===== config.mk =====
export PLATFORM = sky130hd
export DESIGN_NAME = fdm_rect_table
export DESIGN_NICKNAME = d
export VERILOG_FILES = /design/src/hdl/frame_difference_motion_mask_core_macros.svh /design/src/hdl/fdm_pkg.sv /design/src/hdl/fdm_rect_table.sv
export SDC_FILE = /design/constraint.sdc
export NUM_CORES = 1
export LEC_CHECK = 0
export BUFFER_PORTS_ARGS = -buffer_cell sky130_fd_sc_hd__buf_2
export CAP_MARGIN = 40
export CELL_PAD_IN_SITES_DETAIL_PLACEMENT = 1
export CELL_PAD_IN_SITES_GLOBAL_PLACEMENT = 1
export CORE_UTILIZATION = 45
export CTS_CLUSTER_DIAMETER = 120
export DETAILED_ROUTE_END_ITERATION = 7
export GPL_ROUTABILITY_DRIVEN = 0
export GPL_TIMING_DRIVEN = 1
export PLACE_DENSITY = 0.81
export SLEW_MARGIN = 20
export SYNTH_ARGS = -nofsm -noshare
export SYNTH_HDL_FRONTEND = slang
export SYNTH_SLANG_ARGS = --single-unit

===== constraint.sdc =====
create_clock -name clk -period 10.4 [get_ports clk]
set_input_delay 2.08 -clock clk [delete_from_list [all_inputs] [get_ports clk]]
set_output_delay 2.08 -clock clk [all_outputs]
set_load 0.05 [all_outputs]

===== src/hdl/frame_difference_motion_mask_core_macros.svh =====
// Assertion macros for the frame difference motion mask core.
// Included by the RTL files that carry concurrent checks; needs clk and rst in scope.
`ifndef FRAME_DIFFERENCE_MOTION_MASK_CORE_MACROS_SVH
`define FRAME_DIFFERENCE_MOTION_MASK_CORE_MACROS_SVH

`ifndef SYNTHESIS
// Same-cycle implication, checked at every rising clock edge out of reset.
`define FDM_ASSERT_NOW(lbl, ante, cons, msg) \
  lbl: assert property (@(posedge clk) disable iff (rst) (ante) |-> (cons)) else $error(msg);
// Next-cycle implication.
`define FDM_ASSERT_NEXT(lbl, ante, cons, msg) \
  lbl: assert property (@(posedge clk) disable iff (rst) (ante) |=> (cons)) else $error(msg);
`else
`define FDM_ASSERT_NOW(lbl, ante, cons, msg)
`define FDM_ASSERT_NEXT(lbl, ante, cons, msg)
`endif

`endif


===== src/hdl/fdm_pkg.sv =====
// Shared types and constants for the frame difference motion mask core.
// No dependencies; imported by fdm_rect_table, the core and the testbench, not by fdm_frame_ram.
package fdm_pkg;

  // Item kinds carried in tuser
  typedef enum logic [1:0] {
    ACT_PIXEL       = 2'd0,
    ACT_ADD_RECT    = 2'd1,
    ACT_CLEAR_RECTS = 2'd2,
    ACT_CLEAR_FRAME = 2'd3
  } action_t;

  // Configuration register indexes
  typedef enum logic [2:0] {
    CFG_THRESHOLD  = 3'd0,
    CFG_BORDER_X   = 3'd1,
    CFG_BORDER_Y   = 3'd2,
    CFG_FRAME_COLS = 3'd3,
    CFG_FRAME_ROWS = 3'd4
  } cfg_reg_t;

  // Control sequencer states
  typedef enum logic [1:0] {
    ST_CLEAR,
    ST_IDLE,
    ST_LOOKUP
  } state_t;

  // Rectangle edges as loaded: left/top inclusive, right/bottom exclusive
  typedef struct packed {
    logic [9:0] left;
    logic [9:0] top;
    logic [9:0] right;
    logic [9:0] bottom;
  } rect_edges_t;

  // Commands from the sequencer to the rectangle table
  typedef struct packed {
    logic load;
    logic clear;
  } rect_cmd_t;

  // Status from the rectangle table
  typedef struct packed {
    logic hit;
    logic full;
  } rect_status_t;

  localparam logic [7:0] FORCED_LEVEL    = 8'd255;
  localparam logic [7:0] RESET_THRESHOLD = 8'd10;
  localparam logic [9:0] RESET_IMAGE_DIM = 10'd512;

  // floor(d/3) == (d * 683) >> 11 for every 10-bit d
  localparam logic [9:0] RECIP3       = 10'd683;
  localparam int         RECIP3_SHIFT = 11;

endpackage


===== src/hdl/fdm_rect_table.sv =====
// Mask rectangle table: stores shrunk rectangles in lanes and tests a pixel against all.
// Depends on fdm_pkg for the edge and command structs and the divide-by-three constants.
module fdm_rect_table
  import fdm_pkg::*;
#(
  parameter int MAX_RECTS = 8
) (
  input  logic         clk,
  input  logic         rst,
  input  rect_cmd_t    cmd,
  input  rect_edges_t  edges,
  input  logic [8:0]   pixel_x,
  input  logic [8:0]   pixel_y,
  output rect_status_t status
);

  localparam int CW = $clog2(MAX_RECTS + 1);
  localparam int IW = (MAX_RECTS > 1) ? $clog2(MAX_RECTS) : 1;

  logic [CW-1:0] rect_count;
  logic [9:0]    lane_x_lo [0:MAX_RECTS-1];
  logic [9:0]    lane_x_hi [0:MAX_RECTS-1];
  logic [9:0]    lane_y_lo [0:MAX_RECTS-1];
  logic [9:0]    lane_y_hi [0:MAX_RECTS-1];
  logic          lane_live [0:MAX_RECTS-1];
  logic [MAX_RECTS-1:0] lane_hit;

  logic [9:0]  dx, dy;
  logic [19:0] prod_x, prod_y;
  logic [8:0]  ax, ay;
  logic        nonempty;

  // Shrink the incoming rectangle by a third of its size on each side
  always_comb begin
    dx       = edges.right - edges.left;
    dy       = edges.bottom - edges.top;
    prod_x   = {10'd0, dx} * {10'd0, RECIP3};
    prod_y   = {10'd0, dy} * {10'd0, RECIP3};
    ax       = prod_x[RECIP3_SHIFT +: 9];
    ay       = prod_y[RECIP3_SHIFT +: 9];
    nonempty = (edges.right > edges.left) && (edges.bottom > edges.top);
  end

  // Count loaded rectangles
  always_ff @(posedge clk) begin
    if (rst) begin
      rect_count <= '0;
    end else if (cmd.clear) begin
      rect_count <= '0;
    end else if (cmd.load && !status.full) begin
      rect_count <= rect_count + CW'(1);
    end
  end

  // Write the shrunk box into the next free lane
  always_ff @(posedge clk) begin
    if (cmd.load && !status.full) begin
      lane_x_lo[rect_count[IW-1:0]] <= edges.left + {1'b0, ax};
      lane_x_hi[rect_count[IW-1:0]] <= edges.right - {1'b0, ax};
      lane_y_lo[rect_count[IW-1:0]] <= edges.top + {1'b0, ay};
      lane_y_hi[rect_count[IW-1:0]] <= edges.bottom - {1'b0, ay};
      lane_live[rect_count[IW-1:0]] <= nonempty;
    end
  end

  // Test the pixel against every loaded lane in parallel
  always_comb begin
    for (int i = 0; i < MAX_RECTS; i++) begin
      lane_hit[i] = (CW'(i) < rect_count) && lane_live[i] &&
                    ({1'b0, pixel_x} >= lane_x_lo[i]) && ({1'b0, pixel_x} < lane_x_hi[i]) &&
                    ({1'b0, pixel_y} >= lane_y_lo[i]) && ({1'b0, pixel_y} < lane_y_hi[i]);
    end
    status.hit  = |lane_hit;
    status.full = (rect_count == CW'(MAX_RECTS));
  end

endmodule


==> flow_metrics.py, run 1 <==
metrics = {
    "clocking": {
        "h-tree-depth": 2,
        "clock_sinks": 332,
        "root_buffer": "clkbuf_16",
        "numCtsBuffers": 36,
        "cts_tree": "built",
        "worstSkewPairLatency_ns": 0.54,
        "cts_buffer_depth": 3,
        "path_clk_slew_ns": 0.06,
    },
    "sta": {
        "setup_tns_ns": 0,
        "fin_crit_ns": 9.85,
        "worst_slack_ns": 0.553,
        "maxSlewHeadroom": 0.476,
        "worst_slew_pin_slew_ns": 0.781,
        "post-route-period-util": 0.947,
        "fin_worst_hold_slack_ns": 0.706,
        "hold_violations": 0,
        "rsz0062_at_grt": "false",
        "setup_viol": 0,
        "clock_skew_ns": 0.0163,
        "fmax_ghz": 0.102,
        "slew_viol_final": 0,
    },
    "cells_and_area": {
        "drive_gt1_frac": 0.0795,
        "nNetsFinal": 2632,
        "layout.cells.non_filler": 2765,
        "areaGrowthSynthToFinish_pct": 11.2,
    },
    "logic_synthesis": {
        "synth.area.top_cells": "edfxtp_1, ha_1, inv_1",
        "synth_compound_area_frac": 0.109,
        "yosys.area_share.adder": 0.290,
        "ys_seq_elements": 332,
        "yosys.area.top_type": "edfxtp_1",
        "synth_top_family_by_area": "adder cells",
        "async_flop_share": 0,
        "synth_nets": 2503,
        "synth.distinct_cells": 64,
        "synthCells": 1946,
        "synth_edf_count": 328,
        "yosysSeqAreaShare": 0.440,
        "yosys.area_share.simple": 0.0575,
        "syn-cell-area_sq_um": 22600,
        "yosys_warnings": 0,
        "syn_area_per_cell_sq_um": 11.6,
        "synth_top_area_share": 0.437,
        "yosys_most_used_dff": "edfxtp_1",
        "muxShareOfSynthArea": 0.00133,
        "synthXorXnorAreaFrac": 0.0303,
    },
    "placed_design": {
        "portBuffers": 63,
        "dp_hpwl_um": 45500,
        "place_ws_ns": -0.0899,
        "place_inst": 2691,
    },
    "min_path": {
        "worstHoldStart": "rect_count[1]$_SDFFE_PP0P_",
        "hold_depth": 2,
        "hp-class": "reg2reg",
    },
    "critical_path": {
        "crit_top_cell": "inv_1",
        "critPathLaunchType": "input pin",
        "startpoint": "edges[31]",
        "cp_data_arrival_time_ns": 10.22,
        "max_stage_delay_ns": 0.56,
        "slowest_stage": "fa_1",
        "crit_required_ns": 10.78,
        "cp_max_fo": 8,
        "rr_worst_depth": 7,
        "r2r_start": "rect_count[1]$_SDFFE_PP0P_",
        "critical_path_class": "in2reg",
        "end_kind": "flip-flop",
    },
    "outcome": {
        "status": "finished, final reports clean",
    },
    "global_routing": {
        "grt.overflow.total": 0,
        "grt_usage": 0.244,
        "antenna_found_initial": 0,
        "grt_max_degree": 42,
        "grt_first_pass_wirelength_um": 94600,
        "grt_pass1_vias": 17200,
    },
    "die": {
        "fp.dieW_um": 226,
        "dieArea_sq_um": 51000,
        "initial_utilization": 0.459,
        "fp.coreArea_sq_um": 49200,
        "rows": 81,
        "die_height_um": 226,
        "io_pins": 64,
    },
    "routing": {
        "first_pass_iters": 5,
        "dr.first_iter.drc_count": 1067,
        "via_count": 15400,
        "route.detailed.drc": 0,
        "vias_per_cell": 5.55,
        "wl_um": 60700,
        "wire_per_inst_um": 21.9,
        "ant_nets": 0,
    },
    "flow_run": {
        "drv_cap": 0,
    },
}
## what timing repair did
| item | 4_1_cts | 5_1_grt |
|---|---|---|
| hold buffers | 0 | 0 |
| endpoints found under the setup margin | 0 | 24 |
| buffers inserted | 0 | 0 |
| resized for setup | 0 | 3 |
## final timing paths
kind / endpoint / slack [ns]
worst min register to register: rect_count[1]$_SDFFE_PP0P_ / 0.71
worst max register to register: lane_x_lo[3][1]$_DFFE_PP_ / 7.68
worst max-delay path: lane_x_hi[4][9]$_DFFE_PP_ / 0.55
worst min-delay path: rect_count[1]$_SDFFE_PP0P_ / 0.71
## placed cells by master (no fill, tap or decap), drive strengths merged, types with 42 or more instances in the layout
master / count
edfxtp: 328
buf: 87
fa: 47
a21o: 65
xnor2: 42
clkbuf: 51
nand2: 50
ha: 448
inv: 428
nor2: 64
o21ai: 55
a21oi: 87
## cells by family (layout without fill, tap and decap cells)
| group | after synthesis | after routing |
|---|---|---|
| simple gates | 253 | 253 |
| flops | 332 | 332 |
| fa+ha+maj | 495 | 495 |
| mux | 3 | 3 |
| xor+xnor | 78 | 78 |
| buf+inv | 428 | 582 |
| other cells | 0 | 1 |
| compound gates | 357 | 357 |
## sequential cells by signal, indices dropped and copies added (netlist names)
| signal | count |
|---|---|
| lane_x_hi | 80 |
| lane_x_lo | 80 |
| lane_y_hi | 80 |
| lane_y_lo | 80 |
| lane_live | 8 |
| rect_count | 4 |
## synth_stat cells, types with 3 or more instances
cell,count
ha_1,448
inv_1,425
edfxtp_1,328
a21oi_1,87
a21o_1,65
nor2_1,64
o21ai_0,54
nand2_1,50
fa_1,47
xnor2_1,42
nand2b_1,36
xor2_1,36
a211oi_1,25
nor3_1,23
nor2b_1,17
o21bai_1,13
a21boi_0,12
o21a_1,12
nand3_1,11
nor4_1,10
o2111ai_1,10
a31oi_1,9
nand4_1,9
a2111oi_0,7
o211ai_1,7
or4_1,6
a311oi_1,5
and2_1,5
nand3b_1,5
o22ai_1,5
a2111o_1,4
a311o_1,4
dfxtp_1,4
o211a_1,4
o221ai_1,4
o311ai_0,4
or2_2,4
a211o_1,3
and3_1,3
clkbuf_1,3
mux2i_1,3
nor4b_1,3
o21ba_2,3
o31ai_1,3
## critical path: cells and delay by family
kind / cells / cell delay (ns)
buf+inv: 8 / 0.78
compound gates: 11 / 2.86
xor+xnor: 2 / 0.52
fa+ha+maj: 8 / 2.97
simple gates: 5 / 0.99
## area by class of cell
cell class                 count  area, sq um
fill                        5226        24100
multi-input combinational   1186        11100
sequential                   332         9930
inverter                     425         1600
clock buffer                  44          952
tap                          664          831
timing repair buffer          94          542
clock inverter                19          128
antenna                        1         2.50
## metrics by stage
step	area (sq um)	utilization
final	25100	0.510
after global routing	25100	0.510
after CTS	25000	0.508
after detailed placement	23900	0.486
after global placement	23900	0.486
after floorplan	22600	-
## per-layer routing
layer	vias up	track usage	wire length [um]
met4	0	0.0757	1840
met5	-	0	0
met2	424	0.450	31300
li1	7144	-	-
met3	116	0.0265	2810
met1	7672	0.295	24700
Power of run 1 is left out: the tool's default activity adds up to more than one toggle a clock period on the data nets, which glitch-free logic cannot reach.
==> inputs of run 2 (changes only) <==
- ABC_AREA: unset -> 1
- PLACE_DENSITY: 0.81 -> 0.83
==> flow_metrics.py, run 2 <==
metrics = {
    "cells_and_area": {
        "drive_gt1_frac": 0.0616,
        "nNetsFinal": 3226,
        "most-common-layout-cells": "inv_1, ha_1, nand2_1",
        "antenna_cells": 0,
        "layout.cells.non_filler": 3382,
        "areaGrowthSynthToFinish_pct": 10.8,
        "multi_input_area_sq_um": 12100,
        "final_common_cell": "inv_1",
        "fillers": 5983,
        "regArea_sq_um": 9930,
    },
    "critical_path": {
        "regToRegSetupSlack_ns": 7.18,
        "reg2reg_to": "lane_x_hi[1][7]$_DFFE_PP_",
        "crit_cells": 29,
        "slowest_stage": "xor2_1",
        "crit_top_cell": "ha_1",
        "cp_data_arrival_time_ns": 9.09,
        "r2r_start": "rect_count[1]$_SDFFE_PP0P_",
        "cp_top_family": "adder cells",
        "end_kind": "flip-flop",
        "crit_required_ns": 10.62,
        "rr_worst_depth": 10,
        "cp_max_fo": 8,
        "max_stage_delay_ns": 0.61,
        "critPathLaunchType": "input pin",
        "crit_buf_inv": 4,
        "critical_path_class": "in2reg",
    },
    "flow_run": {
        "drv_cap": 0,
    },
    "clocking": {
        "h-tree-depth": 2,
        "numCtsBuffers": 34,
        "root_buffer": "clkbuf_16",
        "cts_setup_buffers": 0,
        "cts_buffer_depth": 3,
        "cts_tree": "built",
        "holdBufCountCts": 0,
        "worstSkewPairLatency_ns": 0.54,
        "path_clk_slew_ns": 0.06,
        "clock_sinks": 332,
        "cts_resized": 0,
    },
    "sta": {
        "fmax_ghz": 0.113,
        "setup_viol": 0,
        "hold_violations": 0,
        "setup_tns_ns": 0,
        "slew_viol_final": 0,
        "clock_skew_ns": 0.0267,
        "post-route-period-util": 0.853,
        "fin_crit_ns": 8.88,
        "maxSlewHeadroom": 0.389,
        "worst_slew_pin_slew_ns": 0.913,
        "rsz0062_at_grt": "false",
    },
    "die": {
        "dieArea_sq_um": 54700,
        "rows": 84,
        "initial_utilization": 0.457,
        "die_height_um": 234,
        "io_pins": 64,
        "fp.dieW_um": 234,
        "fp.coreArea_sq_um": 52900,
    },
    "logic_synthesis": {
        "synthTopCellsByCount": "inv_1, ha_1, nand2_1",
        "synthCells": 2547,
        "synth_most_common_cell": "inv_1",
        "synth.distinct_cells": 42,
        "synthXorXnorAreaFrac": 0.0289,
        "yosys.area_share.simple": 0.130,
        "yosys_warnings": 0,
        "synth.area.top_cells": "edfxtp_1, ha_1, inv_1",
        "yosys.area_share.adder": 0.271,
        "synth_nets": 3104,
        "syn-cell-area_sq_um": 24200,
        "syn_area_per_cell_sq_um": 9.49,
        "synth_top_family_by_area": "adder cells",
        "yosys_most_used_dff": "edfxtp_1",
        "synth_edf_count": 328,
        "muxShareOfSynthArea": 0,
        "yosysSeqAreaShare": 0.411,
        "ys_seq_elements": 332,
        "yosys.area.top_type": "edfxtp_1",
        "async_flop_share": 0,
        "synth_top_area_share": 0.407,
        "synth_compound_area_frac": 0.0691,
    },
    "placed_design": {
        "portBuffers": 63,
        "dp_hpwl_um": 54500,
        "place_inst": 3313,
    },
    "min_path": {
        "hp-class": "reg2reg",
        "min_to": "rect_count[3]$_SDFFE_PP0P_",
        "hold_depth": 2,
        "worstHoldStart": "rect_count[3]$_SDFFE_PP0P_",
    },
    "routing": {
        "via_count": 18500,
        "dr.first_iter.drc_count": 982,
        "wire_per_inst_um": 21.3,
        "ant_nets": 0,
        "wl_um": 72100,
        "first_pass_iters": 7,
        "vias_per_cell": 5.47,
        "route.detailed.drc": 2,
    },
    "global_routing": {
        "antenna_found_initial": 0,
        "grt_usage": 0.270,
        "grt_first_pass_wirelength_um": 113000,
        "grt_pass1_vias": 20900,
        "grt.overflow.total": 0,
        "grt_max_degree": 42,
    },
    "outcome": {
        "violations": "DRC",
        "status": "complete, but fails checks",
    },
}
==> run 2: cell count changes after synthesis, sizes merged, moves of 36 or more <==
cell,delta
a21o,-47
a21oi,+89
inv,+157
nand2,+387
nand2b,-36
nand3,+65
nor2,+117
==> run 2: layout make-up <==
cell class                      count  area share
Sequential cell                   332       0.371
Timing Repair Buffer               86      0.0203
Multi-Input combinational cell   1633       0.451
Clock buffer                       44      0.0355
Inverter                          582      0.0815
Clock inverter                     17     0.00859
Tap cell                          688      0.0321
==> run 2: logic make-up (layout without fill, tap and decap cells) <==
logic type / after synthesis / in the layout
simple gates: 762 / 762
buf+inv: 582 / 729
fa+ha+maj: 495 / 495
flops: 332 / 332
compound gates: 301 / 301
xor+xnor: 75 / 75
==> run 2: worst max-delay path by stage <==
stage / from / slack (ns) / endpoint
final: edges[33] / 1.52 / lane_x_hi[4][8]$_DFFE_PP_
after global routing: edges[32] / 1.01 / lane_x_hi[4][8]$_DFFE_PP_
after CTS: edges[33] / 1.38 / lane_x_lo[7][7]$_DFFE_PP_
after detailed placement: edges[33] / 0.84 / lane_x_lo[4][7]$_DFFE_PP_
after global placement: edges[32] / 1.24 / lane_x_lo[4][7]$_DFFE_PP_
after floorplan: edges[10] / 2.32 / lane_x_hi[0][6]$_DFFE_PP_
==> run 2: through the flow <==
step | area (sq um) | hold slack [ns] | worst slack [ns] | utilization
after floorplan | 24200 | 0.494 | 2.32 | -
after global placement | 25400 | 0.533 | 1.24 | 0.481
after detailed placement | 25600 | 0.553 | 0.839 | 0.483
after CTS | 26700 | 0.572 | 1.38 | 0.506
after global routing | 26800 | 0.614 | 1.01 | 0.507
final | 26800 | 0.579 | 1.52 | 0.507
==> run 2: per-layer routing <==
| layer | vias to the layer above | part of all wire | routed length, um | GRT usage |
|---|---|---|---|---|
| li1 | 8647 | - | - | - |
| met1 | 9219 | 0.41 | 29300 | 0.315 |
| met2 | 461 | 0.52 | 37500 | 0.508 |
| met3 | 174 | 0.035 | 2500 | 0.0232 |
| met4 | 0 | 0.039 | 2800 | 0.106 |
| met5 | - | 0 | 0 | 0 |
==> run 2: worst min-delay path, stage by stage, from the launching register on <==
cell and delay, ns:
dfxtp_1 0.37, inv_2 0.10, a21oi_1 0.06
Power of run 2 is left out for the same reason.
==> inputs of run 3 (changes only) <==
- MAX_ROUTING_LAYER: unset -> met4
==> flow_metrics.py, run 3 (same netlist as run 2, synthesis figures left out) <==
metrics = {
    "routing": {
        "dr_wl_met3_um": 2500,
        "via_count": 18600,
        "wl_met2_um": 37700,
        "first_pass_iters": 7,
        "m1WireLength_um": 29200,
        "route.detailed.drc": 2,
        "maxUsedRoutingLayer": "met4",
        "wire_per_inst_um": 21.4,
        "wl_um": 72200,
        "dr.first_iter.drc_count": 1026,
        "ant_nets": 0,
        "vias_per_cell": 5.49,
    },
    "die": {
        "io_pins": 64,
        "fp.coreArea_sq_um": 52900,
        "die_height_um": 234,
        "dieArea_sq_um": 54700,
        "fp.dieW_um": 234,
        "initial_utilization": 0.457,
        "rows": 84,
    },
    "critical_path": {
        "crit_required_ns": 10.62,
        "max_stage_delay_ns": 0.60,
        "reg2reg_to": "lane_x_hi[1][6]$_DFFE_PP_",
        "cp_max_fo": 8,
        "startpoint": "edges[33]",
        "slowest_stage": "xor2_1",
        "r2r_start": "rect_count[1]$_SDFFE_PP0P_",
        "regToRegSetupSlack_ns": 7.19,
        "critPathLaunchType": "input pin",
        "critical_path.endpoint": "lane_x_hi[4][8]$_DFFE_PP_",
        "crit_top_cell": "ha_1",
        "critical_path_class": "in2reg",
        "rr_worst_depth": 10,
        "cp_data_arrival_time_ns": 9.11,
        "end_kind": "flip-flop",
    },
    "clocking": {
        "root_buffer": "clkbuf_16",
        "holdBufCountCts": 0,
        "cts_tree": "built",
        "path_clk_slew_ns": 0.06,
        "worstSkewPairLatency_ns": 0.54,
        "cts_resized": 0,
        "h-tree-depth": 2,
        "cts_setup_buffers": 0,
        "numCtsBuffers": 34,
        "clock_sinks": 332,
        "cts_buffer_depth": 3,
    },
    "cells_and_area": {
        "drive_gt1_frac": 0.0616,
        "areaGrowthSynthToFinish_pct": 10.8,
        "most-common-layout-cells": "inv_1, ha_1, nand2_1",
        "antenna_cells": 0,
        "fillers": 5983,
        "post-route-util": 0.507,
        "final_common_cell": "inv_1",
        "nNetsFinal": 3226,
    },
    "global_routing": {
        "grt_usage": 0.279,
        "grt_pass1_vias": 20900,
        "antenna_found_initial": 0,
        "grt.overflow.total": 0,
        "grt_first_pass_wirelength_um": 113000,
        "grt_max_degree": 42,
    },
    "sta": {
        "post-route-period-util": 0.855,
        "setup_viol": 0,
        "clock_skew_ns": 0.0229,
        "maxSlewHeadroom": 0.383,
        "hold_violations": 0,
        "rsz0062_at_grt": "false",
        "worst_slew_pin_slew_ns": 0.919,
        "slew_viol_final": 0,
        "fmax_ghz": 0.112,
        "setup_tns_ns": 0,
        "fin_crit_ns": 8.89,
    },
    "placed_design": {
        "dp_hpwl_um": 54500,
        "portBuffers": 63,
    },
    "min_path": {
        "hp-class": "reg2reg",
        "hold_depth": 2,
        "worstHoldStart": "rect_count[3]$_SDFFE_PP0P_",
    },
    "flow_run": {
        "drv_cap": 0,
    },
    "outcome": {
        "violations": "DRC",
        "status": "complete, but fails checks",
    },
}
[run 3: cell counts in the layout (fill, tap and decap cells not counted)]
No cell type changed its count.
[run 3: final cells by class]
| cell class | count | area [sq um] | area share |
|---|---|---|---|
| sequential | 332 | 9930 | 0.371 |
| tap | 688 | 861 | 0.0321 |
| clock inverter | 17 | 230 | 0.00859 |
| timing repair buffer | 86 | 543 | 0.0203 |
| inverter | 582 | 2180 | 0.0815 |
| multi-input combinational | 1633 | 12100 | 0.451 |
| clock buffer | 44 | 952 | 0.0355 |
[run 3: layer usage]
metal / up-vias / track usage
met3: 161 / 0.0221
met2: 478 / 0.507
met5: - / -
met4: 0 / 0.110
li1: 8651 / -
met1: 9269 / 0.316
[run 3: metrics by stage]
step                      area, sq um  std cells  worst slack (ns)  hold slack [ns]
after floorplan                 24200       2547              2.32            0.494
after global placement          25400       3302              1.24            0.533
after detailed placement        25600       3313             0.839            0.553
after CTS                       26700       3374              1.38            0.572
after global routing            26800       3382             0.995            0.614
final                           26800       3382              1.51            0.582
[run 3: worst min-delay path by stage]
| stage | endpoint | slack [ns] |
|---|---|---|
| 4_1_cts | rect_count[3]$_SDFFE_PP0P_ | 0.57 |
| 5_1_grt | rect_count[3]$_SDFFE_PP0P_ | 0.61 |
| 3_5_place_dp | rect_count[3]$_SDFFE_PP0P_ | 0.55 |
| 6_report | rect_count[3]$_SDFFE_PP0P_ | 0.58 |
| 2_1_floorplan | rect_count[3]$_SDFFE_PP0P_ | 0.49 |
| 3_3_place_gp | rect_count[3]$_SDFFE_PP0P_ | 0.53 |
[run 3: worst max-delay path: cells and delay by family]
kind	cells	cell delay, ns
AO/OA/AOI/OAI	7	1.38
XOR/XNOR	3	1.20
adder cells (fa/ha/maj)	9	3.56
buffers and inverters	4	0.26
AND/OR/NAND/NOR	6	0.61
Power of run 3 is left out for the same reason.
